--- src/hw/rtl/assert_macros.svh ---
// Assertion macros shared by the whitelist table RTL.
// Needs a clock i_clk and an active low reset i_rst_n in the using scope.
`ifndef ASSERT_MACROS_SVH
`define ASSERT_MACROS_SVH

// Checked only while out of reset.
`define PDWT_ASSERT(lbl, prop, msg) \
    lbl: assert property (@(posedge i_clk) disable iff (!i_rst_n) prop) else $error(msg);

// Checked on every edge, reset included.
`define PDWT_ASSERT_ALWAYS(lbl, prop, msg) \
    lbl: assert property (@(posedge i_clk) prop) else $error(msg);

`endif

--- src/hw/rtl/pdwt_pkg.sv ---
// Package for the paired-device whitelist table: sizes, codes, payload types.
// No dependencies.
`timescale 1ns / 1ps
`default_nettype none

package pdwt_pkg;

    localparam int ENTRIES       = 8;
    localparam int SLOT_ID_BYTES = 8;
    localparam int IDX_W         = (ENTRIES > 1) ? $clog2(ENTRIES) : 1;

    typedef enum logic [2:0] {
        K_ADD       = 3'd0,
        K_REMOVE    = 3'd1,
        K_SYNC_MARK = 3'd2,
        K_SYNC_FIN  = 3'd3,
        K_CLEAR     = 3'd4,
        K_LOOKUP    = 3'd5
    } t_kind;

    typedef enum logic [1:0] {
        ST_DONE    = 2'd0,
        ST_FULL    = 2'd1,
        ST_NOMATCH = 2'd2
    } t_status;

    typedef enum logic [1:0] {
        S_IDLE,
        S_WALK,
        S_FINAL
    } t_state;

    typedef struct packed {
        logic [2:0]  kind;
        logic [3:0]  slot_len;
        logic [63:0] slot_id;
        logic [47:0] mac;
        logic [63:0] key_hi;
        logic [63:0] key_lo;
        logic [15:0] device_id;
    } t_in;

    typedef struct packed {
        logic [1:0]  status;
        logic        found;
        logic        bond_drop;
        logic [15:0] dropped_device;
        logic [63:0] found_key_hi;
        logic [63:0] found_key_lo;
        logic        last;
    } t_out;

    typedef struct packed {
        logic        valid;
        logic        mark;
        logic [3:0]  slot_len;
        logic [63:0] slot_id;
        logic [47:0] mac;
        logic [63:0] key_hi;
        logic [63:0] key_lo;
        logic [15:0] device;
    } t_rec;

    // Keeps the first len bytes (counted from the top) of a slot id.
    function automatic logic [63:0] slot_mask(input logic [3:0] len);
        logic [63:0] m;
        m = '0;
        for (int b = 0; b < 8; b++) begin
            m[63 - 8 * b -: 8] = (4'(b) < len) ? 8'hFF : 8'h00;
        end
        return m;
    endfunction

endpackage

`default_nettype wire

--- src/hw/rtl/paired_device_whitelist_table.sv ---
// Top level of the paired-device whitelist table: ring of record cells
// plus walk controller. Depends on pdwt_pkg, pdwt_cell and pdwt_ctrl.
//
//   channel | valid       | ready        | payload
//   --------+-------------+--------------+------------------------
//   input   | i_in_valid  | o_in_ready   | i_in  (pdwt_pkg::t_in)
//   output  | o_out_valid | i_out_ready  | o_out (pdwt_pkg::t_out)
//
// One item at a time: an item is accepted, then walks the ring, one cell per
// cycle while no drop result waits on a stalled output (the ring rotating
// once), and then gives its closing result.
// A sync finish that drops bonds has no closing result.
// Sync finish gives one result per dropped bond; a stalled output holds
// the walk at the current cell. Reset empties the table at once (valid
// and keep marks cleared in every cell), no clearing pass.
`timescale 1ns / 1ps
`default_nettype none

module paired_device_whitelist_table (
    input  wire logic           i_clk,
    input  wire logic           i_rst_n,
    input  wire logic           i_in_valid,
    output logic                o_in_ready,
    input  wire pdwt_pkg::t_in  i_in,
    output logic                o_out_valid,
    input  wire logic           i_out_ready,
    output pdwt_pkg::t_out      o_out
);

    // cell k holds entry k at rest; on shift cell k takes cell k+1 and the
    // last cell takes the controller's updated head record
    pdwt_pkg::t_rec               cell_q [pdwt_pkg::ENTRIES];
    pdwt_pkg::t_rec               cell_d [pdwt_pkg::ENTRIES];
    pdwt_pkg::t_rec               tail_rec;
    logic                         shift;
    logic [pdwt_pkg::ENTRIES-1:0] drop_mask;

    for (genvar k = 0; k < pdwt_pkg::ENTRIES; k++) begin : g_cell
        if (k == pdwt_pkg::ENTRIES - 1) begin : g_last
            assign cell_d[k] = tail_rec;
        end else begin : g_mid
            assign cell_d[k] = cell_q[k + 1];
        end

        // entries a sync finish would drop, sampled while the ring is at rest
        assign drop_mask[k] = cell_q[k].valid && !cell_q[k].mark;

        pdwt_cell u_cell (
            .i_clk   (i_clk),
            .i_rst_n (i_rst_n),
            .i_shift (shift),
            .i_rec   (cell_d[k]),
            .o_rec   (cell_q[k])
        );
    end

    pdwt_ctrl u_ctrl (
        .i_clk       (i_clk),
        .i_rst_n     (i_rst_n),
        .i_in_valid  (i_in_valid),
        .o_in_ready  (o_in_ready),
        .i_in        (i_in),
        .o_out_valid (o_out_valid),
        .i_out_ready (i_out_ready),
        .o_out       (o_out),
        .i_head      (cell_q[0]),
        .i_drop_mask (drop_mask),
        .o_tail      (tail_rec),
        .o_shift     (shift)
    );

endmodule

`default_nettype wire

--- src/hw/rtl/pdwt_cell.sv ---
// One record cell of the whitelist ring; loads the record at its input on shift.
// Depends on pdwt_pkg.
`timescale 1ns / 1ps
`default_nettype none

module pdwt_cell (
    input  wire logic          i_clk,
    input  wire logic          i_rst_n,
    input  wire logic          i_shift,
    input  wire pdwt_pkg::t_rec i_rec,
    output pdwt_pkg::t_rec     o_rec
);

    pdwt_pkg::t_rec r_rec;

    // only valid and mark are reset; the record fields are read under valid
    always_ff @(posedge i_clk) begin
        if (!i_rst_n) begin
            r_rec.valid <= 1'b0;
            r_rec.mark  <= 1'b0;
        end else if (i_shift) begin
            r_rec <= i_rec;
        end
    end

    assign o_rec = r_rec;

endmodule

`default_nettype wire

--- src/hw/rtl/pdwt_ctrl.sv ---
// Walk controller: drives the output register; works on the ring head
// record, one per cycle unless stalled. Needs pdwt_pkg, assert_macros.svh.
`timescale 1ns / 1ps
`default_nettype none
`include "assert_macros.svh"

module pdwt_ctrl (
    input  wire logic                       i_clk,
    input  wire logic                       i_rst_n,
    input  wire logic                       i_in_valid,
    output logic                            o_in_ready,
    input  wire pdwt_pkg::t_in              i_in,
    output logic                            o_out_valid,
    input  wire logic                       i_out_ready,
    output pdwt_pkg::t_out                  o_out,
    input  wire pdwt_pkg::t_rec             i_head,
    input  wire logic [pdwt_pkg::ENTRIES-1:0] i_drop_mask,
    output pdwt_pkg::t_rec                  o_tail,
    output logic                            o_shift
);

    localparam logic [pdwt_pkg::IDX_W-1:0] LAST_STEP =
        pdwt_pkg::IDX_W'(pdwt_pkg::ENTRIES - 1);

    pdwt_pkg::t_state r_state, n_state;
    logic [pdwt_pkg::IDX_W-1:0] r_step;
    logic [2:0]  r_kind;
    logic [3:0]  r_len;
    logic [63:0] r_id;
    logic [47:0] r_mac;
    logic [63:0] r_key_hi, r_key_lo;
    logic [15:0] r_dev_in;
    logic        r_done, n_done;
    logic [15:0] r_dev, n_dev;
    logic [63:0] r_khi, n_khi, r_klo, n_klo;
    logic [pdwt_pkg::ENTRIES-1:0] r_mask;
    logic        r_out_valid;
    pdwt_pkg::t_out r_out;

    logic        in_fire, out_free, match, stall, emit, later_any;
    logic [3:0]  in_len;
    pdwt_pkg::t_out emit_rec;
    pdwt_pkg::t_rec new_rec;

    assign out_free = !r_out_valid || i_out_ready;
    assign in_fire  = i_in_valid && o_in_ready;
    assign in_len   = (i_in.slot_len > 4'(pdwt_pkg::SLOT_ID_BYTES)) ?
                      4'(pdwt_pkg::SLOT_ID_BYTES) : i_in.slot_len;
    assign match    = i_head.valid && i_head.slot_len == r_len && i_head.slot_id == r_id;

    // any unmarked valid entry after the current step
    always_comb begin
        later_any = 1'b0;
        for (int j = 0; j < pdwt_pkg::ENTRIES; j++) begin
            if (pdwt_pkg::IDX_W'(j) > r_step && r_mask[j]) later_any = 1'b1;
        end
    end

    always_comb begin
        n_state  = r_state;
        n_done   = r_done;
        n_dev    = r_dev;
        n_khi    = r_khi;
        n_klo    = r_klo;
        new_rec  = i_head;
        emit     = 1'b0;
        emit_rec = '0;
        stall    = 1'b0;
        o_in_ready = (r_state == pdwt_pkg::S_IDLE);

        case (r_state)
            pdwt_pkg::S_IDLE: begin
                if (i_in_valid) n_state = pdwt_pkg::S_WALK;
            end
            pdwt_pkg::S_WALK: begin
                case (r_kind)
                    pdwt_pkg::K_ADD: begin
                        if (!r_done && !i_head.valid) begin
                            new_rec.valid    = 1'b1;
                            new_rec.mark     = 1'b0;
                            new_rec.slot_len = r_len;
                            new_rec.slot_id  = r_id;
                            new_rec.mac      = r_mac;
                            new_rec.key_hi   = r_key_hi;
                            new_rec.key_lo   = r_key_lo;
                            new_rec.device   = r_dev_in;
                            n_done           = 1'b1;
                        end
                    end
                    pdwt_pkg::K_REMOVE: begin
                        if (!r_done && match) begin
                            new_rec.valid = 1'b0;
                            new_rec.mark  = 1'b0;
                            n_dev         = i_head.device;
                            n_done        = 1'b1;
                        end
                    end
                    pdwt_pkg::K_SYNC_MARK: begin
                        if (match) begin
                            new_rec.mark = 1'b1;
                            n_done       = 1'b1;
                        end
                    end
                    pdwt_pkg::K_SYNC_FIN: begin
                        if (!i_head.mark) begin
                            new_rec.valid = 1'b0;
                            if (i_head.valid) begin
                                emit                    = 1'b1;
                                emit_rec.status         = pdwt_pkg::ST_DONE;
                                emit_rec.bond_drop      = 1'b1;
                                emit_rec.dropped_device = i_head.device;
                                emit_rec.last           = !later_any;
                                stall                   = !out_free;
                            end
                        end
                        new_rec.mark = 1'b0;
                    end
                    pdwt_pkg::K_CLEAR: begin
                        new_rec.valid = 1'b0;
                        new_rec.mark  = 1'b0;
                    end
                    pdwt_pkg::K_LOOKUP: begin
                        if (!r_done && i_head.valid && i_head.mac == r_mac) begin
                            n_khi  = i_head.key_hi;
                            n_klo  = i_head.key_lo;
                            n_done = 1'b1;
                        end
                    end
                    default: begin
                    end
                endcase
                if (!stall && r_step == LAST_STEP) begin
                    n_state = (r_kind == pdwt_pkg::K_SYNC_FIN && r_mask != '0) ?
                              pdwt_pkg::S_IDLE : pdwt_pkg::S_FINAL;
                end
            end
            pdwt_pkg::S_FINAL: begin
                emit          = 1'b1;
                emit_rec.last = 1'b1;
                case (r_kind)
                    pdwt_pkg::K_ADD: begin
                        emit_rec.status = r_done ? pdwt_pkg::ST_DONE : pdwt_pkg::ST_FULL;
                    end
                    pdwt_pkg::K_REMOVE: begin
                        emit_rec.status         = r_done ? pdwt_pkg::ST_DONE
                                                         : pdwt_pkg::ST_NOMATCH;
                        emit_rec.bond_drop      = r_done;
                        emit_rec.dropped_device = r_done ? r_dev : 16'd0;
                    end
                    pdwt_pkg::K_SYNC_MARK: begin
                        emit_rec.status = r_done ? pdwt_pkg::ST_DONE : pdwt_pkg::ST_NOMATCH;
                    end
                    pdwt_pkg::K_SYNC_FIN, pdwt_pkg::K_CLEAR: begin
                        emit_rec.status = pdwt_pkg::ST_DONE;
                    end
                    pdwt_pkg::K_LOOKUP: begin
                        emit_rec.status       = r_done ? pdwt_pkg::ST_DONE
                                                       : pdwt_pkg::ST_NOMATCH;
                        emit_rec.found        = r_done;
                        emit_rec.found_key_hi = r_done ? r_khi : 64'd0;
                        emit_rec.found_key_lo = r_done ? r_klo : 64'd0;
                    end
                    default: begin
                        emit_rec.status = pdwt_pkg::ST_NOMATCH;
                    end
                endcase
                if (out_free) n_state = pdwt_pkg::S_IDLE;
            end
            default: begin
                n_state = pdwt_pkg::S_IDLE;
            end
        endcase
    end

    assign o_shift = (r_state == pdwt_pkg::S_WALK) && !stall;
    assign o_tail  = new_rec;

    always_ff @(posedge i_clk) begin
        if (!i_rst_n) begin
            r_state     <= pdwt_pkg::S_IDLE;
            r_step      <= '0;
            r_done      <= 1'b0;
            r_out_valid <= 1'b0;
        end else begin
            r_state <= n_state;
            if (in_fire) begin
                r_step <= '0;
                r_done <= 1'b0;
            end else if (o_shift) begin
                r_step <= (r_step == LAST_STEP) ? '0 : r_step + 1'b1;
                r_done <= n_done;
            end
            if (emit && out_free) begin
                r_out_valid <= 1'b1;
            end else if (i_out_ready) begin
                r_out_valid <= 1'b0;
            end
        end
    end

    always_ff @(posedge i_clk) begin
        if (in_fire) begin
            r_kind   <= i_in.kind;
            r_len    <= in_len;
            r_id     <= i_in.slot_id & pdwt_pkg::slot_mask(in_len);
            r_mac    <= i_in.mac;
            r_key_hi <= i_in.key_hi;
            r_key_lo <= i_in.key_lo;
            r_dev_in <= i_in.device_id;
            r_mask   <= i_drop_mask;
        end
        if (o_shift) begin
            r_dev <= n_dev;
            r_khi <= n_khi;
            r_klo <= n_klo;
        end
        if (emit && out_free) r_out <= emit_rec;
    end

    assign o_out_valid = r_out_valid;
    assign o_out       = r_out;

    `PDWT_ASSERT(a_walk_starts_at_zero,
        in_fire |=> (r_state == pdwt_pkg::S_WALK && r_step == '0),
        "walk did not start at step zero")
    `PDWT_ASSERT(a_walk_ends,
        (o_shift && r_step == LAST_STEP) |=> (r_state != pdwt_pkg::S_WALK),
        "walk ran past the last cell")
    `PDWT_ASSERT(a_sync_emit_is_drop,
        (emit && r_state == pdwt_pkg::S_WALK) |-> (r_kind == pdwt_pkg::K_SYNC_FIN &&
            emit_rec.bond_drop && i_head.valid && !i_head.mark),
        "walk result without a dropped entry")
    `PDWT_ASSERT(a_final_sync_empty,
        (r_state == pdwt_pkg::S_FINAL && r_kind == pdwt_pkg::K_SYNC_FIN) |-> (r_mask == '0),
        "extra closing result after sync drops")

endmodule

`default_nettype wire
--- config.mk ---
export PLATFORM = sky130hd
export DESIGN_NAME = paired_device_whitelist_table
export DESIGN_NICKNAME = d
export VERILOG_FILES = /design/src/hw/rtl/pdwt_pkg.sv /design/src/hw/rtl/paired_device_whitelist_table.sv /design/src/hw/rtl/pdwt_cell.sv /design/src/hw/rtl/pdwt_ctrl.sv
export VERILOG_INCLUDE_DIRS = /design/src /design/src/hw/rtl
export SDC_FILE = /design/constraint.sdc
export NUM_CORES = 2
export LEC_CHECK = 0
export ABC_CLOCK_PERIOD_IN_PS = 14100
export BUFFER_PORTS_ARGS = -buffer_cell sky130_fd_sc_hd__buf_2
export CAP_MARGIN = 15
export CELL_PAD_IN_SITES_DETAIL_PLACEMENT = 1
export CELL_PAD_IN_SITES_GLOBAL_PLACEMENT = 2
export CORE_ASPECT_RATIO = 0.9
export CORE_MARGIN = 3
export CORE_UTILIZATION = 42
export DETAILED_ROUTE_END_ITERATION = 7
export PLACE_DENSITY = 0.67
export SYNTH_ARGS = -nofsm -noshare
export SYNTH_HDL_FRONTEND = slang
export SYNTH_HIERARCHICAL = 1
export SYNTH_SLANG_ARGS = --single-unit
--- constraint.sdc ---
create_clock -name i_clk -period 14.1 [get_ports i_clk]
set_input_delay 3.525 -clock i_clk [delete_from_list [all_inputs] [get_ports i_clk]]
set_output_delay 3.525 -clock i_clk [all_outputs]
set_load 0.005 [all_outputs]
==> metrics.md <==
| Metric | Value |
|---|---|
| Drt wl/cell | 23.8 microns |
| #FFs+latches synth | between 2000 and 3000 |
| Period utilization | 45.1% |
| Minimum clock period after layout | around 6.4 ns |
| Syn_nets | between 3000 and 4000 |
| Fmax achieved | 157 MHz |
| Xor-xnor portion of the synthesized cell area | 0.907% |
| Die ar. | 212000 sq um |
| Avg Cell Area, Syn | approximately 24 sq um |
| Initial antenna violation count | 16 |
| Pre-antenna DRT Iters | 5 |
| P per Cell Area | ~170 nW/um^2 |
| Adder-cell share of the synthesized area | 0.101% |
| CTS Buffer Depth | 4 |
| Total CTS buffers | 279 |
| Width of the die | about 490 microns |
| Post-synth EDFFs | ~2600 |
| RSZ-0062 raised after global routing | false |
| Final hold slack | ~0.37 ns |
| Synth Flop Type | edfxtp_1 |
| Post-route setup TNS | 0 ns |
| Dpl ws | 6.68 ns |
| Detailed Route Iter0 Violations | about 2900 |
| CP max FO | 149 |
| Post-Synth Simple-Gate Area | under 10% |
| First-pass GRT wire length | roughly 250000 microns |
| Post-CTS Setup Repair Bufs | 0 |
| Worst setup margin | 7.75 ns |
| Worst-path clk slew | 0.06 ns |
| Core area | 204000 sq um |
| Yosys cell types | slightly below 50 |
| Initial core utilization | 42.5% |
| DR vias/cell | about 4.8 |
| Slew HR | between 20% and 30% |
| Count of pins over their slew limit | 0 |
| Synth Area in Compound Gates | 0.644% |
| Post_cts resized | 0 |
| Number of global-route vias before repair | about 36000 |
| Nets | 4523 |
| Mapped cell area | a little under 90000 sq um |
| Antenna Nets Post-Route | 0 |
| Post-synthesis sequential area ratio | 91.9% |
| Fin. Hold Viols | 0 |
| CP required | 14.60 ns |
| Root Buffer | clkbuf_16 |
| All-Layer GR Usage | 15.9% |
| Area leader, netlist | edfxtp_1 |
| Crit path launch type | primary input |
| Layout cells sized above 1 | around a quarter |
| CTS tree | yes |
| I/O Buffers | 417 |
| Vias | around 34000 |
| Largest family of logic cells by synthesized area | multiplexers |
| Area share of the largest cell type after synthesis | 91.4% |
| Critical path data arrival time | approximately 6.9 ns |
| Peak VDD IR | around 0.12 mV |
| Clock Sinks | 2667 |
| Status | completed |
| # H-tree levels | 5 |
| DIE HEIGHT | 438 microns |
| Routed WL | roughly 170000 microns |
| Post-Synthesis Cells | between 3000 and 4000 |
| Final setup skew | around 0.066 ns |
| Element type at the critical path end | flip-flop |
| Detailed-route DRC error count | 0 |
| Worst skew pair latency | slightly above 0.9 ns |
| Hold Crit Class | flip-flop to flip-flop |
| Least-Margin Pin Slew | 1.17 ns |
| GRT overflow | 0 |
| Overall Power | 16.8 mW |
| CTS Hold Bufs | 0 |
| Synth warn | 6 |
| Routability Congestion | 0.731 |
| Leakage power | 33.6 nW |
| CP Class | primary input to flip-flop |
| HPWL after detailed placement | 104000 microns |
| Utilization after layout | 49.4% |
| Max Cap Violations | 0 |
| Rows | 157 |
| Largest net degree at the start of global routing | 159 |
| I/O pin count | 418 |
| Leading post-synthesis cells by cell area | edfxtp_1 (91%), mux2_2 (3.2%), and2_1 (1.0%) |
| Mux share of post-synthesis cell area | approximately 3.4% |
| Layout area overhead | 16.2% |
| Post-synth ARST share | 0% |
| Setup violations, final | 0 |
==> worst paths after layout <==
path / from / depth (start not counted) / end / slack [ns]
worst max-delay path: i_out_ready / 8 / g_cell[7].u_cell/o_rec[22] / 7.75
worst min register to register: g_cell[6].u_cell/o_rec[181] / 0 / g_cell[5].u_cell/o_rec[181] / 0.37
worst max register to register: u_ctrl/r_mac[29] / 7 / u_ctrl/r_khi[14] / 9.65
worst min-delay path: g_cell[6].u_cell/o_rec[181] / 0 / g_cell[5].u_cell/o_rec[181] / 0.37
==> sequential cells by signal (all words and copies together) (netlist names), 4 cells and up <==
| register | count |
|---|---|
| g_cell.u_cell/o_rec | 2096 |
| u_ctrl/o_out | 149 |
| u_ctrl/r_id | 64 |
| u_ctrl/r_key_hi | 64 |
| u_ctrl/r_key_lo | 64 |
| u_ctrl/r_khi | 64 |
| u_ctrl/r_klo | 64 |
| u_ctrl/r_mac | 48 |
| u_ctrl/r_dev | 16 |
| u_ctrl/r_dev_in | 16 |
| u_ctrl/r_mask | 8 |
| u_ctrl/r_len | 4 |
==> synthesized netlist by cell type, types with 3 or more instances <==
| master | instances |
|---|---|
| edfxtp_1 | 2644 |
| mux2_2 | 248 |
| and2_1 | 145 |
| nor2b_1 | 98 |
| xor2_1 | 50 |
| clkbuf_1 | 45 |
| xnor2_1 | 40 |
| inv_1 | 33 |
| dfxtp_1 | 23 |
| mux2i_1 | 20 |
| nand2_1 | 20 |
| o21ai_0 | 19 |
| nor2_1 | 17 |
| a22oi_1 | 16 |
| nand4_1 | 16 |
| nor4_1 | 16 |
| nand2b_1 | 14 |
| a21oi_1 | 10 |
| buf_2 | 10 |
| and2_2 | 8 |
| nor2b_4 | 8 |
| ha_1 | 7 |
| o22ai_1 | 7 |
| nand3_1 | 5 |
| nor3_1 | 5 |
| a2111oi_0 | 4 |
| o2111ai_1 | 4 |
| o21a_1 | 3 |
==> final cells by class <==
type	instances	area [sq um]
clock inverter	121	965
timing repair buffer	460	2480
inverter	33	131
tap	2703	3380
fill	18000	103000
multi-input combinational	808	6760
antenna	3	7.51
clock buffer	344	7430
sequential	2667	79900
==> where the power goes <==
group	internal [mW]	total (mW)	switching, mW
registers	9.27	9.44	0.172
logic	0.131	0.538	0.407
clock network	4.00	6.81	2.81
total	13.4	16.8	3.39
==> metal layers <==
layer  vias up  wire length, microns  global-route usage (%)
met5         -                     0                       0
met4         0                  4820                    5.04
met3       302                  7010                    2.88
met2       800                 79300                    24.7
met1     17600                 78700                    22.8
li1      15400                     -                       -
==> metrics by stage <==
step	cell area (sq um)	cells
floorplan	86900	3563
global placement	92600	6669
detailed placement	92600	6671
CTS	101000	7136
global route	101000	7138
finish	101000	7139
==> layout by cell type, fill, tap and decap left out, types with 4 or more instances in the layout <==
cell,instances
nand2_1,20
buf_2,417
and2_4,8
nand3_1,4
and2_1,145
buf_4,37
xnor2_1,40
clkinv_2,37
nand4_1,16
mux2_2,248
clkinv_1,58
o2111ai_1,4
nor2b_1,97
nor2b_4,9
dfxtp_1,23
mux2i_1,20
clkinvlp_4,5
o21ai_0,19
xor2_1,50
o22ai_1,7
buf_12,5
nor4_1,15
clkbuf_1,54
ha_1,7
clkbuf_16,287
a22oi_1,16
a2111oi_0,4
nand2b_1,14
a21oi_1,10
bufinv_16,16
nor2_1,16
inv_1,32
nor3_1,4
edfxtp_1,2644
==> cell families after synthesis <==
group	count (synthesis)
flip-flops	2667
AND/OR/NAND/NOR	362
multiplexers	268
XOR/XNOR	90
buffers and inverters	88
AO/OA/AOI/OAI	81
adder cells (fa/ha/maj)	7
==> worst max-delay path: stages <==
cell and delay, ns:
buf_2 0.07, nand2b_1 0.18, nor2_1 0.07, nor2_2 0.10, buf_4 0.39, and2_4 0.85, buf_12 0.76, buf_4 0.71
No activity file was read; power rests on OpenSTA's default activity.
